**src/design/assert_macros.svh**
```systemverilog
// Assertion macros shared by the soft rate dematcher RTL
`ifndef ASSERT_MACROS_SVH
`define ASSERT_MACROS_SVH
`ifndef SYNTHESIS
`define LSRD_ASSERT(label, prop) \
    label: assert property (@(posedge i_clk) disable iff (!i_rst_n) (prop)) \
        else $error("lsrd: property violated");
`define LSRD_NEVER(label, cond) \
    label: assert property (@(posedge i_clk) disable iff (!i_rst_n) !(cond)) \
        else $error("lsrd: forbidden condition seen");
`else
`define LSRD_ASSERT(label, prop)
`define LSRD_NEVER(label, cond)
`endif
`endif

```
**src/design/lsrd_pkg.sv**
```systemverilog
// Shared types, codes and layout table of the soft rate dematcher
package lsrd_pkg;

    localparam int POS_W       = 11;
    localparam int LEN_CODE_W  = 5;
    localparam int KNOWN_W     = 11;
    localparam int ACTION_W    = 2;
    localparam int CFG_INDEX_W = 4;
    localparam int CFG_DATA_W  = 11;

    localparam logic [ACTION_W-1:0] ACT_START  = 2'd0;
    localparam logic [ACTION_W-1:0] ACT_SYMBOL = 2'd1;
    localparam logic [ACTION_W-1:0] ACT_READ   = 2'd2;

    localparam logic [CFG_INDEX_W-1:0] CFG_LENGTH_CODE = 4'd0;
    localparam logic [CFG_INDEX_W-1:0] CFG_KNOWN_VALUE = 4'd1;

    localparam logic [LEN_CODE_W-1:0] LENGTH_CODE_RESET = 5'd0;
    localparam logic [KNOWN_W-1:0]    KNOWN_VALUE_RESET = 11'd40;  // 10.0 in Q9.2

    // one past the highest code bit position any length code produces
    localparam logic [POS_W-1:0] POS_LIMIT = 11'd1088;

    typedef logic [POS_W-1:0] t_pos;

    typedef struct packed {
        t_pos msg_start;
        t_pos msg_end;
        t_pos par_start;
        t_pos par_end;
        t_pos frame_bits;
        t_pos code_bits;
    } t_layout;

    // one accepted beat, handed from the pointer unit to the store pipeline
    typedef struct packed {
        logic valid;
        logic start;
        logic wr;
        logic rd;
        logic last;
        t_pos pos;
    } t_issue;

    function automatic t_layout derive_layout(input logic [LEN_CODE_W-1:0] code);
        t_layout    l;
        logic [1:0] base;
        logic [2:0] tail;
        logic [4:0] tail_bytes;
        logic [6:0] msg_bytes;
        base       = code[4:3] & 2'h3;
        tail       = code[2:0] & 3'h7;
        tail_bytes = 5'd1 + 5'd3 * {2'b00, tail};
        msg_bytes  = 7'd22 * {5'b00000, base} + {2'b00, tail_bytes};
        l.msg_end  = {1'b0, msg_bytes, 3'b000};
        case (base)
            2'd0: begin
                l.msg_start  = (tail_bytes <= 5'd13) ? 11'd0 : 11'd16;
                l.code_bits  = 11'd272;
                l.par_start  = 11'd176;
                l.par_end    = 11'd272;
                l.frame_bits = 11'd256;
            end
            2'd1: begin
                l.msg_start  = 11'd32;
                l.code_bits  = 11'd544;
                l.par_start  = 11'd352;
                l.par_end    = 11'd544;
                l.frame_bits = 11'd512;
            end
            2'd2: begin
                l.msg_start  = 11'd64;
                l.code_bits  = 11'd1088;
                l.par_start  = 11'd704;
                l.par_end    = 11'd992;
                l.frame_bits = 11'd768;
            end
            default: begin
                l.msg_start  = 11'd64;
                l.code_bits  = 11'd1088;
                l.par_start  = 11'd704;
                l.par_end    = 11'd1088;
                l.frame_bits = 11'd1024;
            end
        endcase
        return l;
    endfunction

endpackage

```
**src/design/lsrd_rmw.sv**
```systemverilog
// Store pipeline: read-modify-write with forwarding, clearing sweep, output register
`include "assert_macros.svh"
module lsrd_rmw #(
    parameter int DEPTH        = 1088,
    parameter int AW           = 11,
    parameter int SYMBOL_WIDTH = 8,
    parameter int SOFT_WIDTH   = 12
) (
    input  logic                           i_clk,
    input  logic                           i_rst_n,
    input  lsrd_pkg::t_issue               i_issue,
    input  logic signed [SYMBOL_WIDTH-1:0] i_symbol,
    input  lsrd_pkg::t_pos                 i_fill_lo,
    input  lsrd_pkg::t_pos                 i_fill_hi,
    input  logic [SOFT_WIDTH-1:0]          i_fill_val,
    output logic                           o_busy,
    output logic                           o_mem_wr_en,
    output logic [AW-1:0]                  o_mem_wr_addr,
    output logic [SOFT_WIDTH-1:0]          o_mem_wr_data,
    output logic                           o_mem_rd_en,
    output logic [AW-1:0]                  o_mem_rd_addr,
    input  logic [SOFT_WIDTH-1:0]          i_mem_rd_data,
    output logic                           o_out_valid,
    input  logic                           i_out_ready,
    output logic signed [SOFT_WIDTH-1:0]   o_soft_value,
    output lsrd_pkg::t_pos                 o_bit_index,
    output logic                           o_last
);

    import lsrd_pkg::*;

    localparam int SumW = ((SOFT_WIDTH > SYMBOL_WIDTH) ? SOFT_WIDTH : SYMBOL_WIDTH) + 1;
    localparam int DepW = $clog2(DEPTH + 1);
    localparam int CmpW = (DepW > POS_W) ? DepW : POS_W;
    localparam logic [CmpW-1:0] DepthC = CmpW'(DEPTH);
    localparam logic [AW-1:0]   SwLast = AW'(DEPTH - 1);
    localparam logic signed [SumW-1:0] SumMax = SumW'((1 << (SOFT_WIDTH - 1)) - 1);
    localparam logic signed [SumW-1:0] SumMin = SumW'(-(1 << (SOFT_WIDTH - 1)));
    localparam logic [SOFT_WIDTH-1:0]  SoftMax = {1'b0, {(SOFT_WIDTH - 1){1'b1}}};
    localparam logic [SOFT_WIDTH-1:0]  SoftMin = {1'b1, {(SOFT_WIDTH - 1){1'b0}}};

    t_issue                         r_s1;
    logic signed [SYMBOL_WIDTH-1:0] r_sym;
    logic                           r_sweep;
    logic [AW-1:0]                  r_sw_cnt;
    t_pos                           r_fill_lo;
    t_pos                           r_fill_hi;
    logic [SOFT_WIDTH-1:0]          r_fill_val;
    logic                           r_fw_valid;
    logic [AW-1:0]                  r_fw_addr;
    logic [SOFT_WIDTH-1:0]          r_fw_data;
    logic                           r_out_valid;
    logic signed [SOFT_WIDTH-1:0]   r_out_soft;
    t_pos                           r_out_idx;
    logic                           r_out_last;

    t_issue                       s1_next;
    logic                         stall;
    logic                         s1_wr_en;
    logic                         out_load;
    logic [AW-1:0]                s1_addr;
    logic [SOFT_WIDTH-1:0]        old_val;
    logic signed [SumW-1:0]       ext_old;
    logic signed [SumW-1:0]       ext_sym;
    logic signed [SumW-1:0]       sum;
    logic [SOFT_WIDTH-1:0]        sat_sum;
    logic [CmpW-1:0]              sw_pos;
    logic                         sw_fill;

    assign s1_addr  = AW'(r_s1.pos);
    assign old_val  = (r_fw_valid && (r_fw_addr == s1_addr)) ? r_fw_data : i_mem_rd_data;
    assign ext_old  = {{(SumW - SOFT_WIDTH){old_val[SOFT_WIDTH-1]}}, old_val};
    assign ext_sym  = {{(SumW - SYMBOL_WIDTH){r_sym[SYMBOL_WIDTH-1]}}, r_sym};
    assign sum      = ext_old + ext_sym;

    always_comb begin
        if (sum > SumMax) begin
            sat_sum = SoftMax;
        end else if (sum < SumMin) begin
            sat_sum = SoftMin;
        end else begin
            sat_sum = sum[SOFT_WIDTH-1:0];
        end
    end

    always_comb begin
        s1_next       = i_issue;
        s1_next.valid = i_issue.valid && (i_issue.wr || i_issue.rd);
    end

    assign stall    = r_s1.valid && r_s1.rd && r_out_valid && !i_out_ready;
    assign out_load = r_s1.valid && r_s1.rd && !stall;
    assign s1_wr_en = r_s1.valid && r_s1.wr && (CmpW'(r_s1.pos) < DepthC);
    assign o_busy   = r_sweep || stall;

    assign sw_pos  = CmpW'(r_sw_cnt);
    assign sw_fill = (sw_pos >= CmpW'(r_fill_lo)) && (sw_pos < CmpW'(r_fill_hi));

    assign o_mem_wr_en   = r_sweep || s1_wr_en;
    assign o_mem_wr_addr = r_sweep ? r_sw_cnt : s1_addr;
    assign o_mem_wr_data = r_sweep ? (sw_fill ? r_fill_val : '0) : sat_sum;
    assign o_mem_rd_en   = i_issue.valid && (i_issue.wr || i_issue.rd);
    assign o_mem_rd_addr = AW'(i_issue.pos);

    always_ff @(posedge i_clk) begin
        if (!i_rst_n) begin
            r_s1        <= '0;
            r_sweep     <= 1'b0;
            r_sw_cnt    <= '0;
            r_fw_valid  <= 1'b0;
            r_out_valid <= 1'b0;
        end else begin
            if (!stall) begin
                r_s1 <= s1_next;
            end
            if (i_issue.valid && i_issue.start) begin
                r_sweep  <= 1'b1;
                r_sw_cnt <= '0;
            end else if (r_sweep) begin
                if (r_sw_cnt == SwLast) begin
                    r_sweep <= 1'b0;
                end
                r_sw_cnt <= r_sw_cnt + 1'b1;
            end
            if (o_mem_wr_en) begin
                r_fw_valid <= 1'b1;
            end
            if (out_load) begin
                r_out_valid <= 1'b1;
            end else if (i_out_ready) begin
                r_out_valid <= 1'b0;
            end
        end
    end

    always_ff @(posedge i_clk) begin
        if (!stall) begin
            r_sym <= i_symbol;
        end
        if (i_issue.valid && i_issue.start) begin
            r_fill_lo  <= i_fill_lo;
            r_fill_hi  <= i_fill_hi;
            r_fill_val <= i_fill_val;
        end
        if (o_mem_wr_en) begin
            r_fw_addr <= o_mem_wr_addr;
            r_fw_data <= o_mem_wr_data;
        end
        if (out_load) begin
            r_out_soft <= old_val;
            r_out_idx  <= r_s1.pos;
            r_out_last <= r_s1.last;
        end
    end

    assign o_out_valid  = r_out_valid;
    assign o_soft_value = r_out_soft;
    assign o_bit_index  = r_out_idx;
    assign o_last       = r_out_last;

    `LSRD_NEVER(a_port_clash, r_sweep && s1_wr_en)
    `LSRD_NEVER(a_issue_in_sweep, r_sweep && i_issue.valid)
    `LSRD_ASSERT(a_sweep_runs, r_sweep && (r_sw_cnt != SwLast) |=> r_sweep)

endmodule

```
**config.mk**
```make
export PLATFORM = sky130hd
export DESIGN_NAME = lsrd_rmw
export DESIGN_NICKNAME = d
export VERILOG_FILES = /design/src/design/lsrd_pkg.sv /design/src/design/lsrd_rmw.sv
export VERILOG_INCLUDE_DIRS = /design/src /design/src/design
export SDC_FILE = /design/constraint.sdc
export NUM_CORES = 1
export LEC_CHECK = 0
export BUFFER_PORTS_ARGS = -buffer_cell sky130_fd_sc_hd__buf_4
export CAP_MARGIN = 20
export CORE_ASPECT_RATIO = 0.7
export CORE_MARGIN = 3
export CORE_UTILIZATION = 40
export CTS_BUF_LIST = sky130_fd_sc_hd__clkbuf_16
export CTS_CLUSTER_SIZE = 8
export DETAILED_ROUTE_END_ITERATION = 12
export MAX_ROUTING_LAYER = met4
export PLACE_DENSITY = 0.64
export SLEW_MARGIN = 25
export SYNTH_ARGS = -nofsm -noshare
export SYNTH_HDL_FRONTEND = slang
export SYNTH_SLANG_ARGS = --single-unit
```
**constraint.sdc**
```tcl
create_clock -name i_clk -period 4.8 [get_ports i_clk]
set_input_delay 0.48 -clock i_clk [delete_from_list [all_inputs] [get_ports i_clk]]
set_output_delay 0.48 -clock i_clk [all_outputs]
set_load 0.02 [all_outputs]
```
== Yosys cells after proc, flatten, opt, wreduce, memory -nomap -nowiden ==
Cells that the tools add are included.
Cells by class
  $add $sub $neg: 2
  magnitude comparators: 5
  equality and inequality tests: 2
  multiplexer cells: 11
  bitwise logic cells: 1
  reduce and logical (&&, ||, !) cells: 17
Operators by type and width (count)
  two-way mux 12 bit: 5
  adder 12 x 8 -> 13 bit: 1
  > comparator 13 x 12 -> 1 bit, second input constant: 1
  < comparator 13 x 12 -> 1 bit, second input constant: 1
  adder 11 x 1 -> 11 bit, second input constant: 1
  equality test 11 bit: 1
  equality test 11 bit, second input constant: 1
  greater-or-equal comparator 11 bit: 1
  < comparator 11 bit: 1
  < comparator 11 bit, second input constant: 1
  two-way mux 11 bit: 1
  logical AND 1 bit: 10
  two-way mux 1 bit: 5
  logical OR 1 bit: 3
  zero test 1 bit: 2
  nonzero test 2 bit: 1
  OR reduction 2 bit: 1
  NOT 1 bit: 1
Word-level totals
  register bits after elaboration: 118
  input port bits: 73
  output and inout port bits: 62
  word-level logic and storage cells: 56

== Depth between registers and ports, before layout ==
  word-level depth: 8
  mapped depth: 15
  mapped depth without buffers: 13

== Worst setup path after synthesis ==
Ideal clock, no wire load.
  path kind: reg2out
  start point: register r_fw_addr[5]
  end point: output o_mem_wr_data[0]
  arrival: 3299 ps
  data required time: 4320 ps
  slack: 1021 ps
  cell stages (with the launch flop): 15
  buffers on the path: 3
  path through: edfxtp_1 xnor2_1 nand4_1 nor3_1 buf_2 mux2_2 ha_1 buf_6 a21oi_4 o211ai_2 a41o_1 o21a_1 o21ba_1 buf_6 a221o_1
On the way
  longest elaborated chain between the ends: 8
  elaborated cells between the ends (all ways): 9
  classes of those cells: add/sub (1); order compare (2); eq/ne (1); mux (4); reduce/logical (1)
Ends and longest elaborated chain
  from (decl): RTL line lsrd_rmw.sv:50  | logic [AW-1:0] r_fw_addr;
  from (signal assigned): RTL line lsrd_rmw.sv:146  | r_fw_addr <= o_mem_wr_addr;
  equality test 11 bit *: RTL line lsrd_rmw.sv:71  | assign old_val = (r_fw_valid && (r_fw_addr == s1_addr)) ? r_fw_data : i_mem_rd_data;
  logical AND 1 bit *: RTL line lsrd_rmw.sv:71
  two-way mux 12 bit *: RTL line lsrd_rmw.sv:71
  net old_val[6]: RTL line lsrd_rmw.sv:62  | logic [SOFT_WIDTH-1:0] old_val;
  adder 12 x 8 -> 13 bit *: RTL line lsrd_rmw.sv:74  | assign sum = ext_old + ext_sym;
  < comparator 13 x 12 -> 1 bit: RTL line lsrd_rmw.sv:79  | end else if (sum < SumMin) begin
  two-way mux 12 bit: RTL line lsrd_rmw.sv:79
  two-way mux 12 bit *: RTL line lsrd_rmw.sv:77  | if (sum > SumMax) begin
  two-way mux 12 bit *: RTL line lsrd_rmw.sv:101  | assign o_mem_wr_data = r_sweep ? (sw_fill ? r_fill_val : '0) : sat_sum;
  to (decl): RTL line lsrd_rmw.sv:19  | output logic [SOFT_WIDTH-1:0] o_mem_wr_data,
Mark *: on every way through the listed nets, which the timed path passes. The rest lies on a longest branch.

== Worst setup path after layout ==
  start point: register r_s1 (netlist bit s1_addr[10])
  end point: output o_mem_wr_data[6]
On the way
  longest elaborated chain between the ends: 8
  elaborated cells between the ends (all ways): 9
  classes of those cells: add/sub (1); order compare (2); eq/ne (1); mux (4); reduce/logical (1)
Ends and longest elaborated chain
  from (decl): RTL line lsrd_rmw.sv:42  | t_issue r_s1;
  from (signal assigned): RTL line lsrd_rmw.sv:114  | r_s1 <= s1_next;
  equality test 11 bit *: RTL line lsrd_rmw.sv:71
  logical AND 1 bit *: RTL line lsrd_rmw.sv:71
  two-way mux 12 bit *: RTL line lsrd_rmw.sv:71
  net old_val[1]: RTL line lsrd_rmw.sv:62
  adder 12 x 8 -> 13 bit *: RTL line lsrd_rmw.sv:74
  < comparator 13 x 12 -> 1 bit: RTL line lsrd_rmw.sv:79
  two-way mux 12 bit: RTL line lsrd_rmw.sv:79
  two-way mux 12 bit *: RTL line lsrd_rmw.sv:77
  two-way mux 12 bit *: RTL line lsrd_rmw.sv:101
Marks and branches as above.

==> results.md <==
- Outcome: complete, no violations
- IO Pins: 135
- Area leader, netlist: edfxtp_1
- Core area: ~13,000 um^2
- Synth cell types: 55
- Worst-Skew Late Latency: ~0.40 ns
- Flip-flop and latch count after synthesis: around 120
- Dpl cells: 746
- Most common cell on crit path: buf_4
- Drt first pass iters: 4
- WL/cell: between 15 and 20 um
- Starting Density: 0.4168
- Clock sinks: 118
- Crit path DAT: between 4 and 5 ns
- CTS root buffer: clkbuf_16
- Normalized max-slew margin: 0.4550
- Ratio of final minimum period to clock period: 0.9487
- Leakage: just over 3 nW
- Syn Inst Count: between 400 and 500
- Finished Cell Area: ~7400 um^2
- DR vias: 3,898
- Seq/Total Area, Yosys: 0.5805
- Non-Filler Instances: 778
- Post-Syn Area: roughly 5600 um^2
- Max Fclk: between 200 and 250 MHz
- Total GRT Usage: 0.1845
- Synth Warn #: 0
- Routing usage on met3: 0.05592
- Critical setup path kind: register to primary output
- Fillers: ~1.2k
- Chip Height: 105.0 um
- Final wirelength: about 14 mm
- Final nets: between 600 and 700
- Fin crit period: between 4 and 5 ns
- Gr ovfl total: 0
- Dpl cell area: 6750 um^2
- Layout cells sized above 1: 0.3491
- Family with the most delay on the worst path: compound AO/OA/AOI/OAI gates
- RD Place Congestion: approximately 0.94
- VDD IR-drop max: between 0.00015 and 0.0002 V
- Max-Cap Viols: 0
- Initial antenna violation count: 0
- Crit path largest cell delay: ~0.46 ns
- PnR worst setup slack: 0.2463 ns
- Critical Path Source Type: register
- Max H-tree Level: 4
- Slowest library cell on the worst path: dfxtp_1
- Number of global-route vias before repair: between 3k and 4k
- Reg clk slew, reported paths: ~0.060 ns
- I/O Buffers: between 100 and 150
- Largest net degree at the start of global routing: 35
- RSZ-0062 raised after global routing: no
- Share of the synthesized area in the top cell type: 0.4769
- # setup viols final: 0
- Pre-CTS WS: approximately 0.53 ns
- Top_reg_cell synth: edfxtp_1
- Crit-path cells: xnor2_1 > nand4_1 > nor3_2 > buf_4 > mux2_2 > ha_1 > a211oi_2 > o211ai_2 > a41oi_1 > a31oi_1 > o31a_2 > a221o_1 > buf_4
- Tightest Pin Transition: between 0.8 and 0.9 ns
- Full die area: roughly 15,000 um^2
- CP max FO: 12
- Gr busiest metal: met2
- DRC viols: 0
- Sum of negative setup slack: 0 ns
- Syn avg cell area: 12.65 um^2
- Most common cell in the netlist: edfxtp_1
- EDFF count, synth: 89
- Worst Path Buf+Inv: 2
- CTS buffer count: 17
- Synth top area cells: edfxtp_1 (48%), dfxtp_1 (10%), ha_1 (8.0%)
- Pwr Density: 385.3 nW/um^2
- Post-Synthesis Net Count: 553
- Final hold vios: 0
- Post-synth ARST share: 0
- First-pass GRT wire length: approximately 21 mm
- Worst Hold Class: primary input to register
- CTS tree: built
- Endpoint type of the worst setup path: primary output
- CP Data Required Time: 4.32 ns
- Buffer levels on the longest clock path: 2
- Row count: 35
- Ant diodes: 0
- Met1 Track Usage GR: 0.2533
- Area growth, synth to finish: 31.52%
- Post-detailed-placement half-perimeter wirelength: a little over 10 mm
- Synth top cells by count: edfxtp_1 (89), nand2_1 (42), ha_1 (36)
- Avg Vias per Cell: ~5.0
- Die W: 147.5 um
- Max-slew violation count: 0
- Layout Skew: between 0.009 and 0.01 ns
- Global-route track usage on met2: 0.2671
- Initial DRC Count: between 150 and 200
- Post-route ant nets: 0
==> final timing paths <==
check,depth (start not counted),end,start,slack [ns]
hold reg to reg,0,o_last,r_s1[11],0.43
hold / removal,1,r_fill_hi[3],i_fill_hi[3],0.25
setup reg to reg,12,r_fw_data[6],s1_addr[10],1.03
setup / recovery,13,o_mem_wr_data[6],s1_addr[10],0.25
==> cells in the final DEF, fill, tap and decap left out, types with 3 or more instances in the layout <==
master | Yosys | routed
nor3_1 | 4 | 3
nand2_1 | 42 | 42
dfxtp_1 | 29 | 29
mux2_2 | 23 | 23
xnor2_1 | 19 | 19
a21boi_0 | 15 | 15
a221o_1 | 9 | 9
o21ai_0 | 6 | 6
ha_1 | 36 | 35
a21o_1 | 4 | 4
and3_1 | 3 | 3
xor2_1 | 10 | 10
a211oi_2 | 2 | 3
nand3_1 | 11 | 11
nand4_1 | 7 | 7
inv_1 | 28 | 29
clkbuf_16 | 0 | 22
nor2_1 | 20 | 19
o2bb2ai_1 | 4 | 4
nand2b_1 | 4 | 4
o21a_1 | 6 | 6
buf_4 | 12 | 140
a21oi_1 | 16 | 15
edfxtp_1 | 89 | 89
==> kinds of logic (layout without fill, tap and decap cells) <==
kind of cell               Yosys count  count (layout)  share of synthesized area
xor gates and xnor gates            29              29                    0.04532
AOI/OAI and AO/OA                   82              82                     0.1119
DFF                                118             118                     0.5805
buffers and inverters               50             200                    0.04443
muxes                               24              24                    0.04800
adders and majority gates           37              37                    0.08395
and+or+nand+nor                    103             103                    0.08596
==> routing by layer <==
metal,up-vias,part of all wire
li1,1899,-
met1,1842,0.47
met2,142,0.45
met3,15,0.071
met4,0,0.012
met5,-,0
==> sequential cells by signal, summed over array words and instances (netlist names), 4 cells and up <==
name,count
r_fw_data,12
o_soft_value,12
r_fw_addr,11
r_fill_val,12
r_sw_cnt,11
r_fill_hi,11
r_s1,4
o_bit_index,11
r_sym,8
r_fill_lo,11
s1_addr,11
==> cell type report <==
cell class	instances	area (um^2)	area share
clock buffers	22	550.5	0.07469
multi-input cells	275	2121	0.2877
inverters	28	105.1	0.01426
clock inverters	10	58.81	0.007978
repair buffers	140	1051	0.1426
flip-flops and latches	118	3253	0.4414
well taps	185	231.5	0.03140
==> metrics by stage <==
| stage | power [mW] | hold slack (ns) | utilization |
|---|---|---|---|
| floorplan | 1.434 | 0.4081 | - |
| global placement | 1.587 | 0.4177 | 0.5021 |
| detailed placement | 1.594 | 0.4194 | 0.5021 |
| CTS | 2.865 | 0.2331 | 0.5474 |
| global route | 2.954 | 0.2294 | 0.5483 |
| finish | 2.840 | 0.2492 | 0.5483 |
==> where the power goes <==
part	switching, mW	leakage [nW]	internal [mW]
clock	0.453	0.305	0.810
combinational	0.211	1.70	0.178
sequential	0.0261	1.08	1.16
==> repair_timing <==
| action | in CTS | in global routing |
|---|---|---|
| buffers inserted | 0 | 0 |
| hold buffers | 0 | 0 |
| setup endpoints to repair | 0 | 8 |
| gates resized for setup | 0 | 4 |
Power figures use the tool's default switching activity.
