### config.mk
export PLATFORM = sky130hd
export DESIGN_NAME = lsrd_ptr
export DESIGN_NICKNAME = d
export VERILOG_FILES = /design/src/design/lsrd_pkg.sv /design/src/design/lsrd_ptr.sv
export VERILOG_INCLUDE_DIRS = /design/src /design/src/design
export SDC_FILE = /design/constraint.sdc
export NUM_CORES = 1
export LEC_CHECK = 0
export BUFFER_PORTS_ARGS = -buffer_cell sky130_fd_sc_hd__buf_2
export CAP_MARGIN = 25
export CELL_PAD_IN_SITES_DETAIL_PLACEMENT = 1
export CELL_PAD_IN_SITES_GLOBAL_PLACEMENT = 1
export CORE_MARGIN = 2
export CORE_UTILIZATION = 41
export DETAILED_ROUTE_END_ITERATION = 10
export GPL_TIMING_DRIVEN = 0
export HOLD_SLACK_MARGIN = 0.15
export PLACE_DENSITY = 0.78
export SYNTH_ARGS = -nofsm -noshare
export SYNTH_HDL_FRONTEND = slang
export SYNTH_SLANG_ARGS = --single-unit
### constraint.sdc
create_clock -name i_clk -period 6 [get_ports i_clk]
set_input_delay 1.2 -clock i_clk [delete_from_list [all_inputs] [get_ports i_clk]]
set_output_delay 1.2 -clock i_clk [all_outputs]
set_load 0.02 [all_outputs]
### src/design/assert_macros.svh
// Assertion macros shared by the soft rate dematcher RTL
`ifndef ASSERT_MACROS_SVH
`define ASSERT_MACROS_SVH
`ifndef SYNTHESIS
`define LSRD_ASSERT(label, prop) \
    label: assert property (@(posedge i_clk) disable iff (!i_rst_n) (prop)) \
        else $error("lsrd: property violated");
`define LSRD_NEVER(label, cond) \
    label: assert property (@(posedge i_clk) disable iff (!i_rst_n) !(cond)) \
        else $error("lsrd: forbidden condition seen");
`else
`define LSRD_ASSERT(label, prop)
`define LSRD_NEVER(label, cond)
`endif
`endif

### src/design/lsrd_pkg.sv
// Shared types, codes and layout table of the soft rate dematcher
package lsrd_pkg;

    localparam int POS_W       = 11;
    localparam int LEN_CODE_W  = 5;
    localparam int KNOWN_W     = 11;
    localparam int ACTION_W    = 2;
    localparam int CFG_INDEX_W = 4;
    localparam int CFG_DATA_W  = 11;

    localparam logic [ACTION_W-1:0] ACT_START  = 2'd0;
    localparam logic [ACTION_W-1:0] ACT_SYMBOL = 2'd1;
    localparam logic [ACTION_W-1:0] ACT_READ   = 2'd2;

    localparam logic [CFG_INDEX_W-1:0] CFG_LENGTH_CODE = 4'd0;
    localparam logic [CFG_INDEX_W-1:0] CFG_KNOWN_VALUE = 4'd1;

    localparam logic [LEN_CODE_W-1:0] LENGTH_CODE_RESET = 5'd0;
    localparam logic [KNOWN_W-1:0]    KNOWN_VALUE_RESET = 11'd40;  // 10.0 in Q9.2

    // one past the highest code bit position any length code produces
    localparam logic [POS_W-1:0] POS_LIMIT = 11'd1088;

    typedef logic [POS_W-1:0] t_pos;

    typedef struct packed {
        t_pos msg_start;
        t_pos msg_end;
        t_pos par_start;
        t_pos par_end;
        t_pos frame_bits;
        t_pos code_bits;
    } t_layout;

    // one accepted beat, handed from the pointer unit to the store pipeline
    typedef struct packed {
        logic valid;
        logic start;
        logic wr;
        logic rd;
        logic last;
        t_pos pos;
    } t_issue;

    function automatic t_layout derive_layout(input logic [LEN_CODE_W-1:0] code);
        t_layout    l;
        logic [1:0] base;
        logic [2:0] tail;
        logic [4:0] tail_bytes;
        logic [6:0] msg_bytes;
        base       = code[4:3] & 2'h3;
        tail       = code[2:0] & 3'h7;
        tail_bytes = 5'd1 + 5'd3 * {2'b00, tail};
        msg_bytes  = 7'd22 * {5'b00000, base} + {2'b00, tail_bytes};
        l.msg_end  = {1'b0, msg_bytes, 3'b000};
        case (base)
            2'd0: begin
                l.msg_start  = (tail_bytes <= 5'd13) ? 11'd0 : 11'd16;
                l.code_bits  = 11'd272;
                l.par_start  = 11'd176;
                l.par_end    = 11'd272;
                l.frame_bits = 11'd256;
            end
            2'd1: begin
                l.msg_start  = 11'd32;
                l.code_bits  = 11'd544;
                l.par_start  = 11'd352;
                l.par_end    = 11'd544;
                l.frame_bits = 11'd512;
            end
            2'd2: begin
                l.msg_start  = 11'd64;
                l.code_bits  = 11'd1088;
                l.par_start  = 11'd704;
                l.par_end    = 11'd992;
                l.frame_bits = 11'd768;
            end
            default: begin
                l.msg_start  = 11'd64;
                l.code_bits  = 11'd1088;
                l.par_start  = 11'd704;
                l.par_end    = 11'd1088;
                l.frame_bits = 11'd1024;
            end
        endcase
        return l;
    endfunction

endpackage

### src/design/lsrd_ptr.sv
// Position sequencer: message, parity and readout pointers per accepted beat
`include "assert_macros.svh"
module lsrd_ptr (
    input  logic                          i_clk,
    input  logic                          i_rst_n,
    input  logic                          i_accept,
    input  logic [lsrd_pkg::ACTION_W-1:0] i_action,
    input  lsrd_pkg::t_layout             i_layout,
    input  lsrd_pkg::t_pos                i_code_len,
    output lsrd_pkg::t_issue              o_issue
);

    import lsrd_pkg::*;

    t_pos r_msg_ptr;
    t_pos r_par_ptr;
    logic r_in_msg;
    t_pos r_taken;
    t_pos r_rd_ptr;

    t_pos n_msg_ptr;
    t_pos n_par_ptr;
    logic n_in_msg;
    t_pos n_taken;
    t_pos n_rd_ptr;

    t_pos rd_idx;
    logic rd_last;

    always_comb begin
        n_msg_ptr = r_msg_ptr;
        n_par_ptr = r_par_ptr;
        n_in_msg  = r_in_msg;
        n_taken   = r_taken;
        n_rd_ptr  = r_rd_ptr;
        o_issue   = '0;
        o_issue.valid = i_accept;
        rd_idx    = (r_rd_ptr >= i_code_len) ? '0 : r_rd_ptr;
        rd_last   = (rd_idx == i_code_len - 1'b1);
        if (i_accept) begin
            case (i_action)
                ACT_START: begin
                    o_issue.start = 1'b1;
                    n_msg_ptr = i_layout.msg_start;
                    n_par_ptr = i_layout.par_start;
                    n_in_msg  = 1'b1;
                    n_taken   = '0;
                    n_rd_ptr  = '0;
                end
                ACT_SYMBOL: begin
                    if (r_taken < i_layout.frame_bits) begin
                        o_issue.wr = 1'b1;
                        n_taken    = r_taken + 1'b1;
                        if (r_in_msg) begin
                            o_issue.pos = r_msg_ptr;
                            if (r_msg_ptr >= i_layout.msg_end - 1'b1) begin
                                n_msg_ptr = i_layout.msg_start;
                                n_in_msg  = 1'b0;
                            end else begin
                                n_msg_ptr = r_msg_ptr + 1'b1;
                            end
                        end else begin
                            o_issue.pos = r_par_ptr;
                            if (r_par_ptr >= i_layout.par_end - 1'b1) begin
                                n_par_ptr = i_layout.par_start;
                                n_in_msg  = 1'b1;
                            end else begin
                                n_par_ptr = r_par_ptr + 1'b1;
                            end
                        end
                    end
                end
                ACT_READ: begin
                    o_issue.rd   = 1'b1;
                    o_issue.pos  = rd_idx;
                    o_issue.last = rd_last;
                    n_rd_ptr     = rd_last ? '0 : rd_idx + 1'b1;
                end
                default: begin
                end
            endcase
        end
    end

    always_ff @(posedge i_clk) begin
        if (!i_rst_n) begin
            r_msg_ptr <= '0;
            r_par_ptr <= '0;
            r_in_msg  <= 1'b1;
            r_taken   <= '0;
            r_rd_ptr  <= '0;
        end else begin
            r_msg_ptr <= n_msg_ptr;
            r_par_ptr <= n_par_ptr;
            r_in_msg  <= n_in_msg;
            r_taken   <= n_taken;
            r_rd_ptr  <= n_rd_ptr;
        end
    end

    `LSRD_NEVER(a_rd_in_range, o_issue.valid && o_issue.rd && (o_issue.pos >= i_code_len))
    `LSRD_NEVER(a_ptr_bound, (r_msg_ptr >= POS_LIMIT) || (r_par_ptr >= POS_LIMIT))

endmodule

Yosys cells after proc, flatten, opt, wreduce, memory -nomap -nowiden
Cells that the tools add are included.
{ "classes": {"n_eq_ne": 6, "n_addsub": 7, "n_lt_le_gt_ge": 4, "reduce_logical": 7, "muxes": 26} }
{ "op_table": {"columns": ["op", "count"], "rows": [
  ["2-to-1 mux 11 bit", 11],
  ["one-hot mux 11 bit (2 select lines)", 5],
  ["adder 11 x 1 -> 11 bit, second input constant", 4],
  ["greater-or-equal comparator 11 bit", 3],
  ["subtractor 11 x 1 -> 11 bit, second input constant", 3],
  ["2-to-1 mux 15 bit", 1],
  ["== test 11 bit", 1],
  ["less-than comparator 11 bit", 1],
  ["AND reduction 4 bit", 2],
  ["2-to-1 mux 1 bit", 7],
  ["!= test 2 bit, second input constant", 3],
  ["nonzero test 2 bit", 2],
  ["AND reduction 3 bit", 1],
  ["== test 2 x 1 -> 1 bit, second input constant", 1],
  ["== test 2 bit, second input constant", 1],
  ["logical NOT 2 bit", 1],
  ["2-to-1 mux 2 bit", 1],
  ["one-hot mux 1 bit (2 select lines)", 1],
  ["AND reduction 2 bit", 1]
]} }
{ "totals": {"word_cells": 55, "ff_bits": 45} }

Logic depth before layout (Yosys ltp)
Gate-level depths: netlist of the first run.
{ "depth": {"word_depth": 6, "ltp_mapped": 17} }

Worst setup path before layout of the first run
No wires, ideal clock.
{ "synth_path": {"path_type": "in2out", "from": "input i_layout[12] (netlist name)", "to": "output o_issue[5] (netlist name)", "cell_stages": 12, "setup_slack_ns": 1.374, "path_buffers": 3, "arrival_ns": 3.426, "path_cell_list": "inv_1 ha_1 a21o_1 a21o_1 a21o_1 a21oi_1 o311a_1 clkbuf_1 clkbuf_1 clkbuf_1 a22oi_1 nor2_1"} }
{ "synth_lines": {"columns": ["item", "line", "rtl"], "rows": [
  ["start: declaration", "lsrd_ptr.sv:8", "input lsrd_pkg::t_layout i_layout,"],
  ["end: declaration", "lsrd_ptr.sv:10", "output lsrd_pkg::t_issue o_issue"]
]} }

==> results.md, run 1 <==
* Total core area at approximately 12000 µm²
* Synth cell types at 66
* # Max-Cap Violations at 0
* Total track usage at 0.2513
* Pre-CTS WS at about 560 ps
* Root Driver: clkbuf_16
* Syn. warnings at 0
* Vias in the first global route at 5498
* Post-CTS setup buffer count at 0
* Detail Route Antenna Nets at 0
* Register area share after synthesis at 0.1837
* Async S/R FF share, synth at 0
* Hold Crit Depth at 2
* Reg area at approximately 900 µm²
* Startpoint types: input pin
* Die Height at 113.4 µm
* Max-slew headroom at 0.2763
* Syn nets at roughly 790
* Starting Density at 0.4240
* Final net count at 880
* Ys flop type: dfxtp_1
* Min Tclk post-route at between 5000 and 6000 ps
* CTS sink cnt at 45
* Period utilization at 0.9016
* Hold/Removal Path Class: flop to flop
* Global route overflow at 0
* Max frequency at 184.9 MHz
* # resized after CTS at 0
* Port Buffer Count at between 80 and 90
* FILL cells at around 1.5k
* Leakage at 2.605 nW
* First-pass GRT wire length at approximately 26 mm
* Critical Path Fanout Max at 6
* Mapped Avg Cell Area at 7.498 µm²
* Slew @ Worst Pin at 1074 ps
* Mapped Cells at 654
* Aggregate routed wire length at 15.93 mm
* DRC at 0
* Crit end category: primary output
* First drt pass iteration count at 4
* Max Root-Sink Buffers at 2
* WL/cell at roughly 18 µm
* Area of the multi-input gates at about 3700 µm²
* Final Max Slew Viols at 0
* Clk pin slew, worst setup/hold paths at 70 ps
* Max IR drop VDD at 108.7 µV
* Die W at 113.4 µm
* Flops & latches, synth at 45
* Post-synth EDFFs at 0
* Number of DRC markers in iteration 0 at 230
* Final worst slack at between 500 and 600 ps
* Later-pin clock latency in the skew report at around 300 ps
* Htree depth at 2
* Total die area at approximately 13000 µm²
* Gpl congestion at between 0.8 and 0.9
* Ant. Diodes at 0
* Initial antenna violation count at 0
* TNS Setup at 0 ps
* Worst reg-to-reg path cell count at 15
* WS Path Type: input pin to primary output
* Setup violators final at 0
* Final Skew at approximately 11 ps
* Vias/cell at ~5.9
* Vias at 5219
* Post-Syn Area at between 4000 and 5000 µm²
* Dpl hpwl at 12.70 mm
* Layout cells sized above 1 at 0.1609
* RSZ-0062 raised after global routing: false
* WP data arrival at 4210 ps
* Cell row count at 39
* CTS tree: yes
* CP required at 4800 ps
* Final Hold Fails at 0
* CTS Hold Bufs at 0
* Status: completed
* Area grow syn2layout at 15.82%
* Pwr dens at approximately 150 nW/µm²
* Largest net degree at the start of global routing at 15
* CTS buffer count at 5
* Io pins at approximately 100
* Total Power at between 0.8 and 0.9 mW
## Yosys cell counts (all sizes together) (3+ instances only)
| cell type | number | area share |
|---|---|---|
| dfxtp | 45 | 0.18 |
| nand3b | 6 | 0.010 |
| o311ai | 5 | 0.0089 |
| ha | 53 | 0.14 |
| o21a | 5 | 0.0077 |
| nor2 | 68 | 0.053 |
| o21ai | 28 | 0.029 |
| nor4 | 6 | 0.011 |
| mux2i | 20 | 0.041 |
| nor3b | 4 | 0.0061 |
| xnor2 | 19 | 0.034 |
| o31ai | 10 | 0.015 |
| a31oi | 10 | 0.013 |
| buf | 3 | 0.0048 |
| nand2 | 59 | 0.045 |
| xor2 | 19 | 0.034 |
| inv | 45 | 0.034 |
| a21o | 12 | 0.018 |
| and3 | 12 | 0.015 |
| mux2 | 10 | 0.023 |
| o22ai | 20 | 0.026 |
| a22oi | 12 | 0.018 |
| nand4b | 3 | 0.0054 |
| nand4 | 4 | 0.0051 |
| a21oi | 29 | 0.030 |
| nor3 | 14 | 0.014 |
| and4 | 6 | 0.011 |
| or2 | 5 | 0.0064 |
| and2 | 4 | 0.0051 |
| nor4bb | 3 | 0.0061 |
| nand3 | 28 | 0.029 |
| clkbuf | 29 | 0.022 |
| nand2b | 11 | 0.017 |
| nor2b | 8 | 0.010 |
| o211ai | 6 | 0.0092 |
## worst paths after layout
kind | startpoint | slack [ps] | endpoint
worst min register to register | r_taken[10]$_SDFFE_PN0P_ | 530 | r_taken[10]$_SDFFE_PN0P_
worst max register to register | r_rd_ptr[10]$_SDFFE_PN0P_ | 1310 | r_rd_ptr[10]$_SDFFE_PN0P_
worst max-delay path | i_code_len[6] | 590 | o_issue[11]
worst min-delay path | r_taken[10]$_SDFFE_PN0P_ | 530 | r_taken[10]$_SDFFE_PN0P_
## where the power goes
part	internal (mW)	switching [mW]
Clock	0.208	0.128
Combinational	0.0816	0.113
Sequential	0.305	0.0116
## critical path, cell delays in order
cell      delay, ps
buf_2           120
inv_1           100
ha_1            340
a211oi_1        230
o21ai_1         150
a221oi_1        600
nand2_1         260
o21ai_1         340
nand2b_4         80
nor4b_4         450
and2_1          180
buf_2           150
## cells in the final DEF, fill, tap and decap left out, drive strengths merged, types with 6 or more instances in the layout
cell,synthesis,layout
buf,3,87
nor2,68,68
nand2,59,59
ha,53,53
inv,45,45
dfxtp,45,45
clkbuf,29,35
a21oi,29,29
nand3,28,28
o21ai,28,28
o22ai,20,20
mux2i,20,20
xor2,19,19
xnor2,19,19
nor3,14,14
and3,12,12
a22oi,12,12
a21o,12,12
nand2b,11,11
o31ai,10,10
a31oi,10,10
mux2,10,10
nor2b,8,8
o211ai,6,6
and4,6,6
nor4,6,6
nand3b,6,6
## registers in the layout (all words and copies together), names as in the netlist
signal     count
r_msg_ptr     11
r_rd_ptr      11
r_taken       11
r_in_msg       1
r_par_ptr     11
## per-layer routing
layer / part of all wire / track usage / wire, µm / up-vias
met4: 0.016 / 0.06992 / 248 / 0
met5: 0 / 0 / 0 / -
met2: 0.52 / 0.4830 / 8314 / 100
met1: 0.43 / 0.2899 / 6835 / 2538
met3: 0.033 / 0.03107 / 528 / 18
li1: - / - / - / 2563
## through the flow
step	utilization	hold slack (ps)	cell area (µm²)	instances
global route	0.4911	575.3	5679	889
finish	0.4911	530.9	5679	889
CTS	0.4911	526.3	5679	889
floorplan	-	474.7	4903	654
global placement	0.4758	504.0	5503	881
detailed placement	0.4758	517.1	5503	881
## area by class of cell
cell class | count | area share
Buffer | 32 | 0.02335
Inverter | 45 | 0.02974
Timing Repair Buffer | 84 | 0.07403
Clock inverter | 2 | 0.006609
Clock buffer | 6 | 0.02445
Sequential cell | 45 | 0.1586
Tap cell | 143 | 0.03150
Multi-Input combinational cell | 532 | 0.6517
## logic make-up (layout without fill, tap and decap cells)
| kind of cell | count (synthesis) | in the layout | synth area share |
|---|---|---|---|
| XOR/XNOR | 38 | 38 | 0.06787 |
| multiplexers | 30 | 30 | 0.06379 |
| flip-flops | 45 | 45 | 0.1837 |
| AND/OR/NAND/NOR | 249 | 249 | 0.2666 |
| buffers and inverters | 77 | 169 | 0.06149 |
| adder cells (fa/ha/maj) | 53 | 53 | 0.1352 |
| AO/OA/AOI/OAI | 162 | 162 | 0.2212 |
No activity file was read; power rests on OpenSTA's default activity.
==> run 2, diff against run 1 <==
--- a/config.mk
+++ b/config.mk
@@ -11,11 +11,13 @@
 export CELL_PAD_IN_SITES_DETAIL_PLACEMENT = 1
 export CELL_PAD_IN_SITES_GLOBAL_PLACEMENT = 1
 export CORE_MARGIN = 2
-export CORE_UTILIZATION = 41
+export CORE_UTILIZATION = 32
 export DETAILED_ROUTE_END_ITERATION = 10
 export GPL_TIMING_DRIVEN = 0
 export HOLD_SLACK_MARGIN = 0.15
-export PLACE_DENSITY = 0.78
+export PLACE_DENSITY = 0.62
+export RECOVER_POWER = 100
+export SETUP_SLACK_MARGIN = 0.02
 export SYNTH_ARGS = -nofsm -noshare
 export SYNTH_HDL_FRONTEND = slang
 export SYNTH_SLANG_ARGS = --single-unit
==> run 2 against run 1 <==
Routed wire length up 2.2%. Clock power down 18%. Critical path depth stayed put. Clock skew decreased by 6.1 ps. Critical path type unchanged.
==> results.md, run 2 (same netlist as run 1, synthesis figures left out) <==
* Critical Path Fanout Max at 6
* Root Driver: clkbuf_16
* Vias in the first global route at around 5.5k
* Htree depth at 2
* Aggregate routed wire length at about 16 mm
* WL/cell at about 17 µm
* Placed cell count at around 930
* Post-route cell area at about 5700 µm²
* Largest net degree at the start of global routing at 14
* Setup violators final at 0
* Critical-path cell list: buf_2 -> inv_1 -> ha_1 -> a211oi_1 -> o21ai_1 -> a221oi_1 -> nand2_1 -> o21ai_0 -> nand2b_4 -> nor4b_4 -> and2_1 -> buf_2
* Placed Area at between 5000 and 6000 µm²
* Final worst slack at roughly 470 ps
* Detail Route Antenna Nets at 0
* Post-layout util at 0.3764
* Area grow syn2layout at 15.82%
* CP max-delay cell: a221oi_1
* CP top delay family: compound AO/OA/AOI/OAI gates
* Final Max Slew Viols at 0
* CTS tree: yes
* Status: completed
* Total track usage at 0.2004
* Vias at 5197
* Leakage at roughly 2.5 nW
* CP max stage delay at roughly 580 ps
* Commonest non-fill, non-tap cells in the layout: 67 x nor2_1, 67 x buf_2, 59 x nand2_1
* Initial antenna violation count at 0
* Vias/cell at 5.558
* First-pass GRT wire length at 26.65 mm
* Min Tclk post-route at 5525 ps
* Die Height at between 100 and 150 µm
* Post-CTS setup buffer count at 0
* Final Hold Fails at 0
* Max frequency at between 150 and 200 MHz
* Pwr dens at between 100 and 150 nW/µm²
* Crit end category: primary output
* Hold/Removal Path Class: flop to flop
* CTS sink cnt at 45
* Port Buffer Count at 84
* Total core area at roughly 15000 µm²
* Max IR drop VDD at 88.93 µV
* Max Root-Sink Buffers at 2
* Startpoint types: input pin
* Ant. Diodes at 0
* CTS buffer count at 5
* WS Path Type: input pin to primary output
* Global route overflow at 0
* Dpl hpwl at between 10 and 15 mm
* First drt pass iteration count at 4
* RSZ-0062 raised after global routing: false
* CP required at around 4800 ps
* Cell row count at between 40 and 50
* # Max-Cap Violations at 0
* Io pins at 98
* Worst setup path start: i_code_len[6]
* Final net count at roughly 900
* Total die area at about 16000 µm²
* WP data arrival at 4330 ps
* Crit-path most repeated cell: buf_2
* FILL cells at slightly below 2k
* Final Skew at between 4 and 5 ps
* Post-Layout Cell Count at 935
* Clk pin slew, worst setup/hold paths at around 60 ps
* TNS Setup at 0 ps
* Number of DRC markers in iteration 0 at between 150 and 200
* Layout cells sized above 1 at 0.1352
* Starting Density at 0.3250
* Pre-CTS WS at roughly 530 ps
* Gpl congestion at between 0.8 and 0.9
* Slew @ Worst Pin at about 1100 ps
* R2r startpoint: r_rd_ptr[10]$_SDFFE_PN0P_
* Max-slew headroom at 0.2862
* DRC at 0
* # resized after CTS at 0
* Die W at ~130 µm
* Worst Hold Launch: r_taken[1]$_SDFFE_PN0P_
* Period utilization at 0.9209
* CTS Hold Bufs at 0
* Critical path buffer and inverter count at 3
* Later-pin clock latency in the skew report at between 200 and 300 ps
## run 2: through the flow
| step | hold slack (ps) | total power, mW |
|---|---|---|
| floorplan | 474.7 | 0.4424 |
| global placement | 509.0 | 0.5099 |
| detailed placement | 524.2 | 0.5185 |
| CTS | 534.1 | 0.7983 |
| global route | 560.4 | 0.8327 |
| finish | 544.4 | 0.7871 |
## run 2: worst paths after layout
path | to | slack [ps] | depth (start not counted)
setup / recovery | o_issue[11] | 470 | 12
setup reg to reg | r_rd_ptr[10]$_SDFFE_PN0P_ | 1370 | 15
hold / removal | r_taken[1]$_SDFFE_PN0P_ | 540 | 2
hold reg to reg | r_taken[1]$_SDFFE_PN0P_ | 540 | 2
## run 2: layer usage
layer  vias to the layer above  track usage  share of wire
met5                         -            0              0
met4                         0      0.05947          0.018
met3                        19      0.02003          0.027
met2                        92       0.3690           0.51
met1                      2521       0.2459           0.45
li1                       2565            -              -
## run 2: layout make-up
cell class	instances	area (µm²)	area share
Buffer	32	131.4	0.02313
Clock buffer	6	128.9	0.02269
Multi-Input combinational cell	532	3697	0.6510
Inverter	45	168.9	0.02974
Tap cell	188	235.2	0.04142
Clock inverter	2	10.01	0.001763
Sequential cell	45	900.9	0.1586
Timing Repair Buffer	85	406.6	0.07160
## run 2: worst register-to-register path, stage by stage (launching register included)
cell and delay [ps]:
dfxtp_1 500, ha_1 330, and3_1 230, o21a_1 140, a221oi_1 580, nand2_1 260
nor2_1 250, ha_1 230, nand3_1 200, or2_2 410, or4b_1 540, inv_1 110
nand3_1 120, nor3b_1 180, o311ai_0 330, o31ai_1 120
## run 2: power by group
part	switching (mW)	total [mW]	internal, mW
registers	0.0118	0.317	0.306
logic	0.113	0.194	0.0812
clock network	0.122	0.276	0.153
total	0.247	0.787	0.540
==> run 3, diff against run 2 <==
--- a/config.mk
+++ b/config.mk
@@ -6,7 +6,7 @@
 export SDC_FILE = /design/constraint.sdc
 export NUM_CORES = 1
 export LEC_CHECK = 0
-export BUFFER_PORTS_ARGS = -buffer_cell sky130_fd_sc_hd__buf_2
+export BUFFER_PORTS_ARGS = -buffer_cell sky130_fd_sc_hd__buf_4
 export CAP_MARGIN = 25
 export CELL_PAD_IN_SITES_DETAIL_PLACEMENT = 1
 export CELL_PAD_IN_SITES_GLOBAL_PLACEMENT = 1
==> run 3 against run 2 <==
Cell area is 3.8% higher. First-iteration DRC count is 6.1% higher. Combinational power is 6% higher. Highest routed layer unchanged. Total power is 14% higher. Clock skew is 1.5 ps higher. Maximum frequency is 1.1% lower. Global-route usage is 0.84 points higher. Largest power group is now clock.
==> results.md, run 3 (same netlist as run 1, synthesis figures left out) <==
* Status: completed
* Gpl congestion at 0.8062
* Slew @ Worst Pin at ~1000 ps
* Dpl hpwl at 13.52 mm
* CP required at 4800 ps
* CTS tree: yes
* Later-pin clock latency in the skew report at about 300 ps
* Number of DRC markers in iteration 0 at around 190
* Max Root-Sink Buffers at 2
* Max frequency at about 180 MHz
* Commonest non-fill, non-tap cells in the layout: 67 x nor2_1, 67 x buf_4, 59 x nand2_1
* Worst reg2reg setup slack at 1120 ps
* Die Height at roughly 130 µm
* Vias/cell at between 5 and 6
* Max-slew headroom at 0.3043
* Max IR drop VDD at between 100 and 150 µV
* WS Path Type: input pin to primary output
* First drt pass iteration count at 4
* Endpoint of the worst-slack reg-to-reg timing path: r_rd_ptr[10]$_SDFFE_PN0P_
* WL met2 at between 8 and 9 mm
* Io pins at between 90 and 100
* Leakage at 2.600 nW
* Starting Density at 0.3250
* Worst Hold Launch: r_taken[1]$_SDFFE_PN0P_
* First-pass GRT wire length at roughly 28 mm
* CP max stage delay at approximately 650 ps
* Die W at 127.8 µm
* Hold Path End: r_taken[1]$_SDFFE_PN0P_
* RSZ-0062 raised after global routing: false
* TNS Setup at 0 ps
* Post-CTS setup buffer count at 0
* WP data arrival at ~4400 ps
* M1 WL at ~7.4 mm
* Total core area at roughly 15000 µm²
* Vias in the first global route at roughly 5.5k
* Final net count at approximately 880
* Placed cell count at between 900 and 1k
* Min Tclk post-route at 5587 ps
* Clk pin slew, worst setup/hold paths at about 70 ps
* Pre-CTS WS at ~360 ps
* Global route overflow at 0
* Post-layout util at 0.3907
* Cell row count at between 40 and 50
* CTS buffer count at 5
* CTS sink cnt at 45
* Total Power at around 0.89 mW
* DRC at 0
* Crit-path most repeated cell: buf_4
* Port Buffer Count at 84
* Aggregate routed wire length at ~17 mm
* Total die area at roughly 16000 µm²
* CP Depth at 12
* Worst reg-to-reg path cell count at 15
* CTS Hold Bufs at 0
* Hold Crit Depth at 2
* CP top delay family: compound AO/OA/AOI/OAI gates
* Hold/Removal Path Class: flop to flop
* Critical Path Fanout Max at 6
* # Max-Cap Violations at 0
* R2r startpoint: r_rd_ptr[10]$_SDFFE_PN0P_
* Final worst slack at 412.6 ps
* Final Max Slew Viols at 0
* Period utilization at 0.9312
* Post-route cell area at about 5900 µm²
* Total track usage at 0.2088
* WL met3 at 380 µm
* Post-Layout Cell Count at a little over 900
* Crit end category: primary output
* WL/cell at 17.76 µm
* Detail Route Antenna Nets at 0
* Root Driver: clkbuf_16
* Largest net degree at the start of global routing at 15
* Startpoint types: input pin
* CP max-delay cell: a221oi_1
* Setup violators final at 0
* Initial antenna violation count at 0
* Top Layer Used: met4
* Critical path buffer and inverter count at 3
* Final Skew at around 6.2 ps
* Pwr dens at roughly 150 nW/µm²
* Hold_ws at slightly above 500 ps
* Final Hold Fails at 0
* Critical-path cell list: buf_4 -> inv_1 -> ha_1 -> a211oi_1 -> o21ai_0 -> a221oi_1 -> nand2_1 -> o21ai_1 -> nand2b_4 -> nor4b_4 -> and2_0 -> buf_4
* # resized after CTS at 0
* Placed Area at between 5000 and 6000 µm²
* Layout cells sized above 1 at 0.1365
* Area grow syn2layout at 20.23%
* Htree depth at 2
* Ant. Diodes at 0
* Vias at 5164
-- run 3: worst reg2reg max path: stages (launching register included) --
cell and delay, ps:
dfxtp_1 520, ha_1 340, and3_1 240, o21a_1 130
a221oi_1 630, nand2_1 300, nor2_1 270, ha_1 240
nand3_1 200, or2_2 410, or4b_1 530, inv_1 100
nand3_1 130, nor3b_1 180, o311ai_0 400, o31ai_1 120
-- run 3: routing by layer --
| metal | vias up | global-route usage |
|---|---|---|
| met3 | 21 | 0.02087 |
| met2 | 74 | 0.3907 |
| met5 | - | 0 |
| met4 | 0 | 0.04525 |
| li1 | 2562 | - |
| met1 | 2507 | 0.2580 |
-- run 3: how the worst max path moves through the flow --
stage	from	end	slack [ps]
4_1_cts	i_code_len[6]	o_issue[11]	480
6_report	i_code_len[6]	o_issue[11]	410
5_1_grt	i_code_len[6]	r_rd_ptr[10]$_SDFFE_PN0P_	130
2_1_floorplan	i_layout[12]	o_issue[5]	1370
3_5_place_dp	i_code_len[6]	r_rd_ptr[10]$_SDFFE_PN0P_	360
3_3_place_gp	i_code_len[6]	r_rd_ptr[10]$_SDFFE_PN0P_	510
-- run 3: layout make-up --
cell class / count / area (µm²)
clock inverter: 3 / 65.06
timing repair buffer: 85 / 571.8
inverter: 45 / 168.9
tap: 188 / 235.2
buffer: 32 / 131.4
multi-input combinational: 532 / 3697
sequential: 45 / 900.9
clock buffer: 5 / 125.1
fill: 1922 / 9194
-- run 3: where the power goes --
part	total, mW	internal [mW]	switching (mW)
Clock	0.371	0.238	0.133
Sequential	0.317	0.305	0.0116
Combinational	0.206	0.0932	0.113
Total	0.894	0.637	0.257
